--- src/rtl/rain_gauge_hourly_binner_core_defines.svh ---
// Assertion macros for the rain gauge hourly binner.
// Each macro expects clk and arst_n in scope.
`ifndef RAIN_GAUGE_HOURLY_BINNER_CORE_DEFINES_SVH
`define RAIN_GAUGE_HOURLY_BINNER_CORE_DEFINES_SVH

// Same-cycle implication.
`define RGHB_ASSERT_NOW(label, ante, cons) \
	label: assert property (@(posedge clk) disable iff (!arst_n) (ante) |-> (cons)) \
		else $error("rain binner check failed");

// Next-cycle implication.
`define RGHB_ASSERT_NEXT(label, ante, cons) \
	label: assert property (@(posedge clk) disable iff (!arst_n) (ante) |=> (cons)) \
		else $error("rain binner check failed");

`endif

--- src/rtl/rghb_pkg.sv ---
package rghb_pkg;

	localparam int BINS_PER_DAY = 24;
	localparam int RAIN_WIDTH   = 32;
	localparam int IDX_W        = (BINS_PER_DAY > 1) ? $clog2(BINS_PER_DAY) : 1;

	localparam int PULSE_W = 16;
	localparam int UPP_W   = 14;
	localparam int HOUR_W  = 5;
	localparam int OUT_W   = 32;
	localparam int THR_W   = 32;
	localparam int PROD_W  = PULSE_W + UPP_W;
	localparam int SUM_W   = ((RAIN_WIDTH > PROD_W) ? RAIN_WIDTH : PROD_W) + 1;
	localparam int CMP_W   = (RAIN_WIDTH > THR_W) ? RAIN_WIDTH : THR_W;

	localparam logic [UPP_W-1:0] UPP_RESET = UPP_W'(100);

	typedef logic [RAIN_WIDTH-1:0] rain_t;
	localparam rain_t RAIN_MAX = '1;

	// configuration register indexes
	typedef enum logic {
		CFG_UM_PER_PULSE = 1'b0,
		CFG_SHUTDOWN_THR = 1'b1
	} cfg_idx_t;

	typedef enum logic [2:0] {
		ST_IDLE,
		ST_MUL,
		ST_ACC,
		ST_SUM,
		ST_TAIL,
		ST_OUT
	} state_t;

	typedef struct packed {
		logic                    wr_en;
		logic [IDX_W-1:0]        wr_addr;
		logic [BINS_PER_DAY-1:0] clr_mask;
		logic                    clr_all;
		logic                    rd_en;
		logic [IDX_W-1:0]        rd_addr;
	} bin_ctl_t;

	function automatic rain_t rain_sat_add(rain_t a, rain_t b);
		logic [RAIN_WIDTH:0] s;
		s = {1'b0, a} + {1'b0, b};
		return s[RAIN_WIDTH] ? RAIN_MAX : s[RAIN_WIDTH-1:0];
	endfunction

endpackage

--- src/rtl/rghb_bin_mem.sv ---
module rghb_bin_mem (
	input  logic               clk,
	input  logic               arst_n,
	input  rghb_pkg::bin_ctl_t ctl,
	input  rghb_pkg::rain_t    wr_data,
	output rghb_pkg::rain_t    rd_data
);
	import rghb_pkg::*;

	rain_t                   mem [BINS_PER_DAY];
	logic [BINS_PER_DAY-1:0] vld_q;
	rain_t                   rd_data_s1;
	logic                    rd_vld_s1;
	logic [BINS_PER_DAY-1:0] wr_onehot;

	always_comb begin
		wr_onehot = '0;
		if (ctl.wr_en) begin
			wr_onehot[ctl.wr_addr] = 1'b1;
		end
	end

	// entries never written since the last clear read as zero
	always_ff @(posedge clk or negedge arst_n) begin
		if (!arst_n) begin
			vld_q     <= '0;
			rd_vld_s1 <= 1'b0;
		end else begin
			if (ctl.clr_all) begin
				vld_q <= '0;
			end else begin
				vld_q <= (vld_q & ~ctl.clr_mask) | wr_onehot;
			end
			if (ctl.rd_en) begin
				rd_vld_s1 <= vld_q[ctl.rd_addr];
			end
		end
	end

	always_ff @(posedge clk) begin
		if (ctl.wr_en) begin
			mem[ctl.wr_addr] <= wr_data;
		end
		if (ctl.rd_en) begin
			rd_data_s1 <= mem[ctl.rd_addr];
		end
	end

	assign rd_data = rd_vld_s1 ? rd_data_s1 : '0;

endmodule

--- src/rtl/rain_gauge_hourly_binner_core.sv ---
// Channel | Direction | Words carried
// --------+-----------+-------------------------------------------------------------
// in      | sink      | pulse_count, clock_valid, current_hour, pivot flags
// out     | source    | shutdown, hour close, closed bin, day total, archive
// cfg     | sink      | cfg_index (0 um_per_pulse, 1 shutdown threshold), cfg_data
//
// An item that closes no hour holds the block through the idle, multiply, accumulate
// and output states; its result is registered in the output state once that register is free.
// Closing an hour adds a bin walk and a tail step before the output state: the
// day total is rebuilt by walking the bin memory through its single read port, one bin
// a cycle; on a day wrap the walked total is archived and the day total cleared.
// Reset is immediate: per-bin valid flops clear at once, no clearing pass is run.
// The output register lets the next word in while a result waits on out_ready.
// cfg is always ready and must only be written while the block is idle.
`include "rain_gauge_hourly_binner_core_defines.svh"

module rain_gauge_hourly_binner_core (
	input  logic                         clk,
	input  logic                         arst_n,
	// input word channel
	input  logic                         in_valid,
	output logic                         in_ready,
	input  logic [rghb_pkg::PULSE_W-1:0] pulse_count,
	input  logic                         clock_valid,
	input  logic [rghb_pkg::HOUR_W-1:0]  current_hour,
	input  logic                         pivot_running,
	input  logic                         pivot_watering,
	// result word channel
	output logic                         out_valid,
	input  logic                         out_ready,
	output logic                         shutdown_request,
	output logic                         hour_closed,
	output logic [rghb_pkg::HOUR_W-1:0]  closed_hour,
	output logic [rghb_pkg::OUT_W-1:0]   closed_hour_rain_um,
	output logic                         hourly_publish,
	output logic [rghb_pkg::OUT_W-1:0]   day_total_um,
	output logic                         day_archived,
	output logic [rghb_pkg::OUT_W-1:0]   archived_day_total_um,
	// configuration write channel
	input  logic                         cfg_valid,
	output logic                         cfg_ready,
	input  rghb_pkg::cfg_idx_t           cfg_index,
	input  logic [rghb_pkg::THR_W-1:0]   cfg_data
);
	import rghb_pkg::*;

	state_t state_q, state_d;

	// configuration registers
	logic [UPP_W-1:0] upp_q;
	logic [THR_W-1:0] thr_q;

	// captured input word
	logic [PULSE_W-1:0] pulses_q;
	logic               clk_ok_q;
	logic [HOUR_W-1:0]  hour_q;
	logic               running_q;
	logic               wet_q;

	// persistent tracking state
	rain_t            acc_q;
	rain_t            day_q;
	logic [IDX_W-1:0] trk_q;
	logic             trk_vld_q;

	// per-item working registers
	logic [PROD_W-1:0] prod_q;
	logic              shut_q;
	logic              close_q;
	logic              rolled_q;
	logic [IDX_W-1:0]  last_q;
	rain_t             snap_q;
	rain_t             arch_q;
	rain_t             sum_q;
	logic [IDX_W-1:0]  cnt_q;
	logic              rd_en_s1;

	// output register
	logic              out_vld_q;
	logic              o_shut_q;
	logic              o_close_q;
	logic [HOUR_W-1:0] o_hour_q;
	logic [OUT_W-1:0]  o_snap_q;
	logic              o_pub_q;
	logic [OUT_W-1:0]  o_day_q;
	logic              o_arch_q;
	logic [OUT_W-1:0]  o_arch_tot_q;

	// control from the sequencer
	logic accept;
	logic rd_issue;
	logic load_out;

	// accumulate stage
	logic [SUM_W-1:0] acc_sum;
	rain_t            acc_new;
	logic             shut_now;
	logic             hour_ok;
	logic [IDX_W-1:0] hour_idx;
	logic             hour_first;
	logic             hour_change;
	logic             hour_rolled;

	// bin memory
	bin_ctl_t bin_ctl;
	rain_t    bin_rd;
	rain_t    sum_fin;

	// ------------------------------------------------------------------------
	// configuration: always ready; the block does not check for idle, the user must write only while idle
	// ------------------------------------------------------------------------
	assign cfg_ready = 1'b1;

	always_ff @(posedge clk or negedge arst_n) begin
		if (!arst_n) begin
			upp_q <= UPP_RESET;
			thr_q <= '0;
		end else if (cfg_valid && cfg_ready) begin
			unique case (cfg_index)
				CFG_UM_PER_PULSE: upp_q <= cfg_data[UPP_W-1:0];
				CFG_SHUTDOWN_THR: thr_q <= cfg_data;
				default: ;
			endcase
		end
	end

	// ------------------------------------------------------------------------
	// sequencer: next state
	// ------------------------------------------------------------------------
	always_comb begin
		state_d = state_q;
		unique case (state_q)
			ST_IDLE: begin
				if (in_valid) begin
					state_d = ST_MUL;
				end
			end
			ST_MUL:  state_d = ST_ACC;
			ST_ACC:  state_d = hour_change ? ST_SUM : ST_OUT;
			ST_SUM: begin
				if (cnt_q == IDX_W'(BINS_PER_DAY - 1)) begin
					state_d = ST_TAIL;
				end
			end
			ST_TAIL: state_d = ST_OUT;
			ST_OUT: begin
				if (!out_vld_q || out_ready) begin
					state_d = ST_IDLE;
				end
			end
			default: state_d = ST_IDLE;
		endcase
	end

	// sequencer: outputs
	always_comb begin
		in_ready = (state_q == ST_IDLE);
		rd_issue = (state_q == ST_SUM);
		load_out = (state_q == ST_OUT) && (!out_vld_q || out_ready);
	end

	assign accept = in_valid && in_ready;

	always_ff @(posedge clk or negedge arst_n) begin
		if (!arst_n) begin
			state_q <= ST_IDLE;
		end else begin
			state_q <= state_d;
		end
	end

	// ------------------------------------------------------------------------
	// accumulate stage: saturating add of the registered product, threshold
	// check on the new total, and the hour-tracking decision
	// ------------------------------------------------------------------------
	always_comb begin
		acc_sum  = SUM_W'(acc_q) + SUM_W'(prod_q);
		acc_new  = (acc_sum > SUM_W'(RAIN_MAX)) ? RAIN_MAX : RAIN_WIDTH'(acc_sum);
		shut_now = (acc_new != '0) && (thr_q != '0)
			&& (CMP_W'(acc_new) >= CMP_W'(thr_q)) && running_q && wet_q;

		// an out-of-range hour counts as an invalid clock
		hour_ok     = clk_ok_q && (32'(hour_q) < 32'(BINS_PER_DAY));
		hour_idx    = IDX_W'(hour_q);
		hour_first  = hour_ok && !trk_vld_q;
		hour_change = hour_ok && trk_vld_q && (hour_idx != trk_q);
		hour_rolled = hour_idx < trk_q;
	end

	// ------------------------------------------------------------------------
	// bin memory control
	// ------------------------------------------------------------------------
	always_comb begin
		bin_ctl         = '0;
		bin_ctl.wr_en   = (state_q == ST_ACC) && hour_change;
		bin_ctl.wr_addr = trk_q;
		// zero the skipped bins: up to the new hour, or to the end of the day on a wrap
		for (int h = 0; h < BINS_PER_DAY; h++) begin
			bin_ctl.clr_mask[h] = bin_ctl.wr_en && (IDX_W'(h) > trk_q)
				&& (hour_rolled || (IDX_W'(h) < hour_idx));
		end
		bin_ctl.clr_all = (state_q == ST_TAIL) && rolled_q;
		bin_ctl.rd_en   = rd_issue;
		bin_ctl.rd_addr = cnt_q;
	end

	rghb_bin_mem u_bins (
		.clk     (clk),
		.arst_n  (arst_n),
		.ctl     (bin_ctl),
		.wr_data (acc_new),
		.rd_data (bin_rd)
	);

	assign sum_fin = rain_sat_add(sum_q, bin_rd);

	// ------------------------------------------------------------------------
	// control state
	// ------------------------------------------------------------------------
	always_ff @(posedge clk or negedge arst_n) begin
		if (!arst_n) begin
			acc_q     <= '0;
			day_q     <= '0;
			trk_q     <= '0;
			trk_vld_q <= 1'b0;
			rd_en_s1  <= 1'b0;
			out_vld_q <= 1'b0;
		end else begin
			rd_en_s1 <= rd_issue;
			if (state_q == ST_ACC) begin
				// a closing hour hands its total to the bin and restarts
				acc_q <= hour_change ? '0 : acc_new;
				if (hour_first || hour_change) begin
					trk_q     <= hour_idx;
					trk_vld_q <= 1'b1;
				end
			end
			if (state_q == ST_TAIL) begin
				day_q <= rolled_q ? '0 : sum_fin;
			end
			if (load_out) begin
				out_vld_q <= 1'b1;
			end else if (out_ready) begin
				out_vld_q <= 1'b0;
			end
		end
	end

	// ------------------------------------------------------------------------
	// payload registers
	// ------------------------------------------------------------------------
	always_ff @(posedge clk) begin
		if (accept) begin
			pulses_q  <= pulse_count;
			clk_ok_q  <= clock_valid;
			hour_q    <= current_hour;
			running_q <= pivot_running;
			wet_q     <= pivot_watering;
		end
		if (state_q == ST_MUL) begin
			prod_q <= PROD_W'(pulses_q) * PROD_W'(upp_q);
		end
		if (state_q == ST_ACC) begin
			shut_q   <= shut_now;
			close_q  <= hour_change;
			rolled_q <= hour_change && hour_rolled;
			last_q   <= trk_q;
			snap_q   <= hour_change ? acc_new : '0;
			arch_q   <= '0;
			sum_q    <= '0;
			cnt_q    <= '0;
		end
		if (state_q == ST_SUM) begin
			cnt_q <= cnt_q + IDX_W'(1);
		end
		// the read issued in the previous cycle lands now
		if (rd_en_s1 && (state_q == ST_SUM)) begin
			sum_q <= sum_fin;
		end
		if (state_q == ST_TAIL) begin
			arch_q <= rolled_q ? sum_fin : '0;
		end
		if (load_out) begin
			o_shut_q     <= shut_q;
			o_close_q    <= close_q;
			o_hour_q     <= close_q ? HOUR_W'(last_q) : '0;
			o_snap_q     <= OUT_W'(snap_q);
			o_pub_q      <= close_q && (snap_q != '0);
			o_day_q      <= OUT_W'(day_q);
			o_arch_q     <= rolled_q;
			o_arch_tot_q <= OUT_W'(arch_q);
		end
	end

	assign out_valid             = out_vld_q;
	assign shutdown_request      = o_shut_q;
	assign hour_closed           = o_close_q;
	assign closed_hour           = o_hour_q;
	assign closed_hour_rain_um   = o_snap_q;
	assign hourly_publish        = o_pub_q;
	assign day_total_um          = o_day_q;
	assign day_archived          = o_arch_q;
	assign archived_day_total_um = o_arch_tot_q;

	// ------------------------------------------------------------------------
	// checks
	// ------------------------------------------------------------------------
	`RGHB_ASSERT_NOW(a_idle_no_read, state_q == ST_IDLE, !rd_en_s1)
	`RGHB_ASSERT_NOW(a_pub_needs_close, out_valid && hourly_publish, hour_closed)
	`RGHB_ASSERT_NOW(a_arch_clears_day, out_valid && day_archived,
		hour_closed && (day_total_um == '0))
	`RGHB_ASSERT_NEXT(a_walk_stays, state_q == ST_SUM,
		(state_q == ST_SUM) || (state_q == ST_TAIL))

endmodule
--- config.mk ---
export PLATFORM = sky130hd
export DESIGN_NAME = rain_gauge_hourly_binner_core
export DESIGN_NICKNAME = d
export VERILOG_FILES = /design/src/rtl/rghb_pkg.sv /design/src/rtl/rghb_bin_mem.sv /design/src/rtl/rain_gauge_hourly_binner_core.sv
export VERILOG_INCLUDE_DIRS = /design/src /design/src/rtl
export SDC_FILE = /design/constraint.sdc
export NUM_CORES = 2
export LEC_CHECK = 0
export BUFFER_PORTS_ARGS = -buffer_cell sky130_fd_sc_hd__buf_2
export CAP_MARGIN = 5
export CELL_PAD_IN_SITES_DETAIL_PLACEMENT = 1
export CELL_PAD_IN_SITES_GLOBAL_PLACEMENT = 2
export CORE_UTILIZATION = 50
export CTS_CLUSTER_SIZE = 14
export DETAILED_ROUTE_END_ITERATION = 8
export PLACE_DENSITY_LB_ADDON = 0.08
export RECOVER_POWER = 50
export SYNTH_ARGS = -nofsm -noshare
export SYNTH_HDL_FRONTEND = slang
export SYNTH_SLANG_ARGS = --single-unit
--- constraint.sdc ---
create_clock -name clk -period 11.2 [get_ports clk]
set_input_delay 0 -clock clk [delete_from_list [all_inputs] [get_ports clk]]
set_output_delay 0 -clock clk [all_outputs]
set_load 0.05 [all_outputs]
==> metrics.md <==
| Metric | Value |
|---|---|
| Critical path data required time | 11.65 ns |
| Path depth of the worst reg2reg path | 6 |
| CP Class | reg -> reg |
| Setup_tns | 0 ns |
| Core box area | 0.112 mm^2 |
| Cells after synthesis | 3,639 |
| Post-synth EDFFs | 1,068 |
| Initial Utilization | 0.504 |
| Share of layout cells above drive strength 1 | 0.143 |
| DRC Markers | 0 |
| Post-synth ARST share | 0.120 |
| Top delay family on crit path | buffers and inverters |
| Max Transition Viols Final | 1,065 |
| Post-cts gate resize count | 0 |
| Worst Path Max Fanout | 162 |
| PortBufs | 168 |
| GPL Wtd Cong | 0.874 |
| Hold Buf Count CTS | 105 |
| Yosys warning count | 0 |
| Syn Nets | 4,062 |
| Final period utilization | 0.710 |
| Area delta synth->final | 13.3% |
| Buf/Inv on CP | 2 |
| Row Count | 123 |
| Yosys cell types | 90 |
| Cell area after synthesis | 0.0566 mm^2 |
| CTS Buf Count | 130 |
| Clk_skew | 0.0364 ns |
| Max_cap viols | 29 |
| Crit path from | cnt_q[1]$_SDFFCE_PN0P_ |
| Syn avg cell area | 15.6 um^2 |
| Post-synth top flop | edfxtp_1 |
| Yosys reg bits | 1,214 |
| Tot GR Track Use | 0.276 |
| Commonest cells post-synth | edfxtp_1 (1,068), nand2_1 (269), inv_1 (245) |
| Diode count | 0 |
| Clock-pin slew on the worst setup and hold paths | 0.06 ns |
| Fin crit period | 7.95 ns |
| Hold Fails Final Rpt | 0 |
| Clk sinks | 1,214 |
| # IOs | 170 |
| Die W | 339 um |
| Setup crit start kind | flop |
| Crit end category | flop |
| Largest stage delay, worst path | 3.52 ns |
| Largest net degree at the start of global routing | 163 |
| Dominant cells by area after synthesis | edfxtp_1 (57%), mux4_2 (9.2%), dfrtp_1 (6.3%) |
| Most common cell in the netlist | edfxtp_1 |
| Die Area | 0.115 mm^2 |
| CP most frequent cell | mux4_2 |
| Routed WL per cell | 28.1 um |
| Htree depth | 4 |
| Crit path capture | u_bins.rd_data_s1[16]$_DFFE_PP_ |
| Final-report setup violation count | 0 |
| DRT iter0 DRCs | 2,405 |
| Clock Path Buffers | 3 |
| Worst Tran Pin Value | 4.86 ns |
| GR Overflow Total | 0 |
| Die height | 339 um |
| Post-route ant nets | 0 |
| Slowest CP cell | clkbuf_2 |
| Flop-to-flop setup slack | 3.25 ns |
| Number of global-route vias before repair | 35.5k |
| Reg-to-reg endpoint | u_bins.rd_data_s1[16]$_DFFE_PP_ |
| R2R Path Start | cnt_q[1]$_SDFFCE_PN0P_ |
| Outcome | complete, but fails checks |
| First-pass GRT wire length | 232 mm |
| CTS root buffer | clkbuf_16 |
| Total number of vias | 32.8k |
| Unrepaired setup endpoints after global routing | no |
| Slew headroom | -2.24 |
| Yosys top cell area share | 0.566 |
| HPWL after detailed placement | 100 mm |
| Via density | 5.89 |
| Worst-path cell chain | clkbuf_1 > clkbuf_2 > mux4_2 > mux4_2 > nor2_1 > a21oi_1 |
| Post-synthesis sequential area ratio | 0.631 |
| Cell type with the highest aggregate area in the netlist | edfxtp_1 |
| Drt pass-1 iters | 5 |
| Failing checks | capacitance limit, slew limit |
| Worst EP arrival | 8.40 ns |
| Final WL | 156 mm |
| TritonCTS clock tree | yes |
| Fin nets | 4,381 |
| FMAX | 0.126 GHz |
| Clk_lat worst skew | 0.76 ns |
| Post-CTS setup buffers | 0 |
| Stages on the worst setup path | 6 |
| Hold Path Class | in -> reg |
| Initial antenna violation count | 5 |
==> cell families after synthesis <==
| logic type | Yosys count | share of synthesized area |
|---|---|---|
| XOR/XNOR | 81 | 0.0125 |
| multiplexers | 316 | 0.108 |
| AND/OR/NAND/NOR | 828 | 0.0701 |
| other | 1 | 0.0000662 |
| flip-flops | 1214 | 0.631 |
| buffers and inverters | 398 | 0.0271 |
| adder cells (fa/ha/maj) | 361 | 0.102 |
| AO/OA/AOI/OAI | 440 | 0.0497 |
==> metal layers <==
layer | up-vias | GRT usage | share of wire
met5 | - | 0 | 0
met4 | 0 | 0.0819 | 0.029
met3 | 245 | 0.0401 | 0.049
met2 | 950 | 0.478 | 0.51
met1 | 17392 | 0.361 | 0.41
li1 | 14167 | - | -
==> cells in the final DEF, fill, tap and decap left out, drive strengths merged, types with 5 or more instances in the layout <==
cell type    Yosys  final
a2111oi          5      5
a211o            9      9
a211oi           9      9
a21o            35     35
a21oi          151    151
a22o            20     20
a31oi            9      9
and2           147    147
and3             9      9
buf             45     91
clkbuf         107    319
clkinv           1     41
dfrtp          143    143
dlygate4sd3      0    104
edfxtp        1068   1068
fa             167    167
ha             194    194
inv            245    253
mux2            47     47
mux2i           38     38
mux4           231    231
nand2          269    269
nand2b          22     22
nand3           37     37
nand4           15     15
nor2           237    237
nor2b           15     15
nor3            24     24
nor4            20     20
o211ai          11     11
o21a            32     32
o21ai          104    104
o21bai           6      6
o31ai            6      6
or2              7      7
or3             11     11
xnor2           52     52
xor2            29     29
==> tightest hold or removal path, cell delays in order <==
cell and delay, ns:
dlygate4sd3_1 0.52, buf_2 0.12, mux2_2 0.14
==> how the worst min path moves through the flow <==
stage / slack (ns) / from / depth (start not counted) / endpoint
after global placement: 0.06 / arst_n / 1 / thr_q[15]$_DFFE_PN0P_
after detailed placement: 0.08 / arst_n / 1 / thr_q[25]$_DFFE_PN0P_
after global routing: 0.04 / cfg_data[5] / 3 / thr_q[5]$_DFFE_PN0P_
after floorplan: -0.30 / arst_n / 0 / acc_q[0]$_DFFE_PN0P_
after CTS: 0.0007 / cfg_data[4] / 3 / thr_q[4]$_DFFE_PN0P_
final: 0.05 / cfg_data[3] / 3 / thr_q[3]$_DFFE_PN0P_
==> state kept, by name, summed over array words and instances (netlist names), 14 cells and up <==
name                   count
closed_hour_rain_um       32
arch_q                    32
snap_q                    32
u_bins.vld_q              24
prod_q                    30
pulses_q                  16
archived_day_total_um     32
day_q                     32
upp_q                     14
acc_q                     32
day_total_um              32
u_bins.mem               768
sum_q                     32
thr_q                     32
u_bins.rd_data_s1         32
==> per-stage QoR <==
step	setup slack (ns)	utilization	cell area (um^2)	hold slack, ns	instances
after floorplan	4.60	-	56600	-0.296	3639
after global placement	4.22	0.529	59400	0.0626	5221
final	3.25	0.571	64200	0.0550	5557
after CTS	4.04	0.575	64500	0.000730	5557
after global routing	2.98	0.571	64200	0.0415	5557
after detailed placement	4.03	0.529	59400	0.0813	5221
==> final cells by class <==
class	count	area, um^2
fill	10546	48200
clock inverter	56	546
inverter	246	923
timing repair buffer	339	2160
tap	1500	1880
clock buffer	175	3510
multi-input combinational	2027	19400
sequential	1214	35700
Power is left out: the tool's default activity adds up to more than one toggle a clock period on the data nets, which glitch-free logic cannot reach.
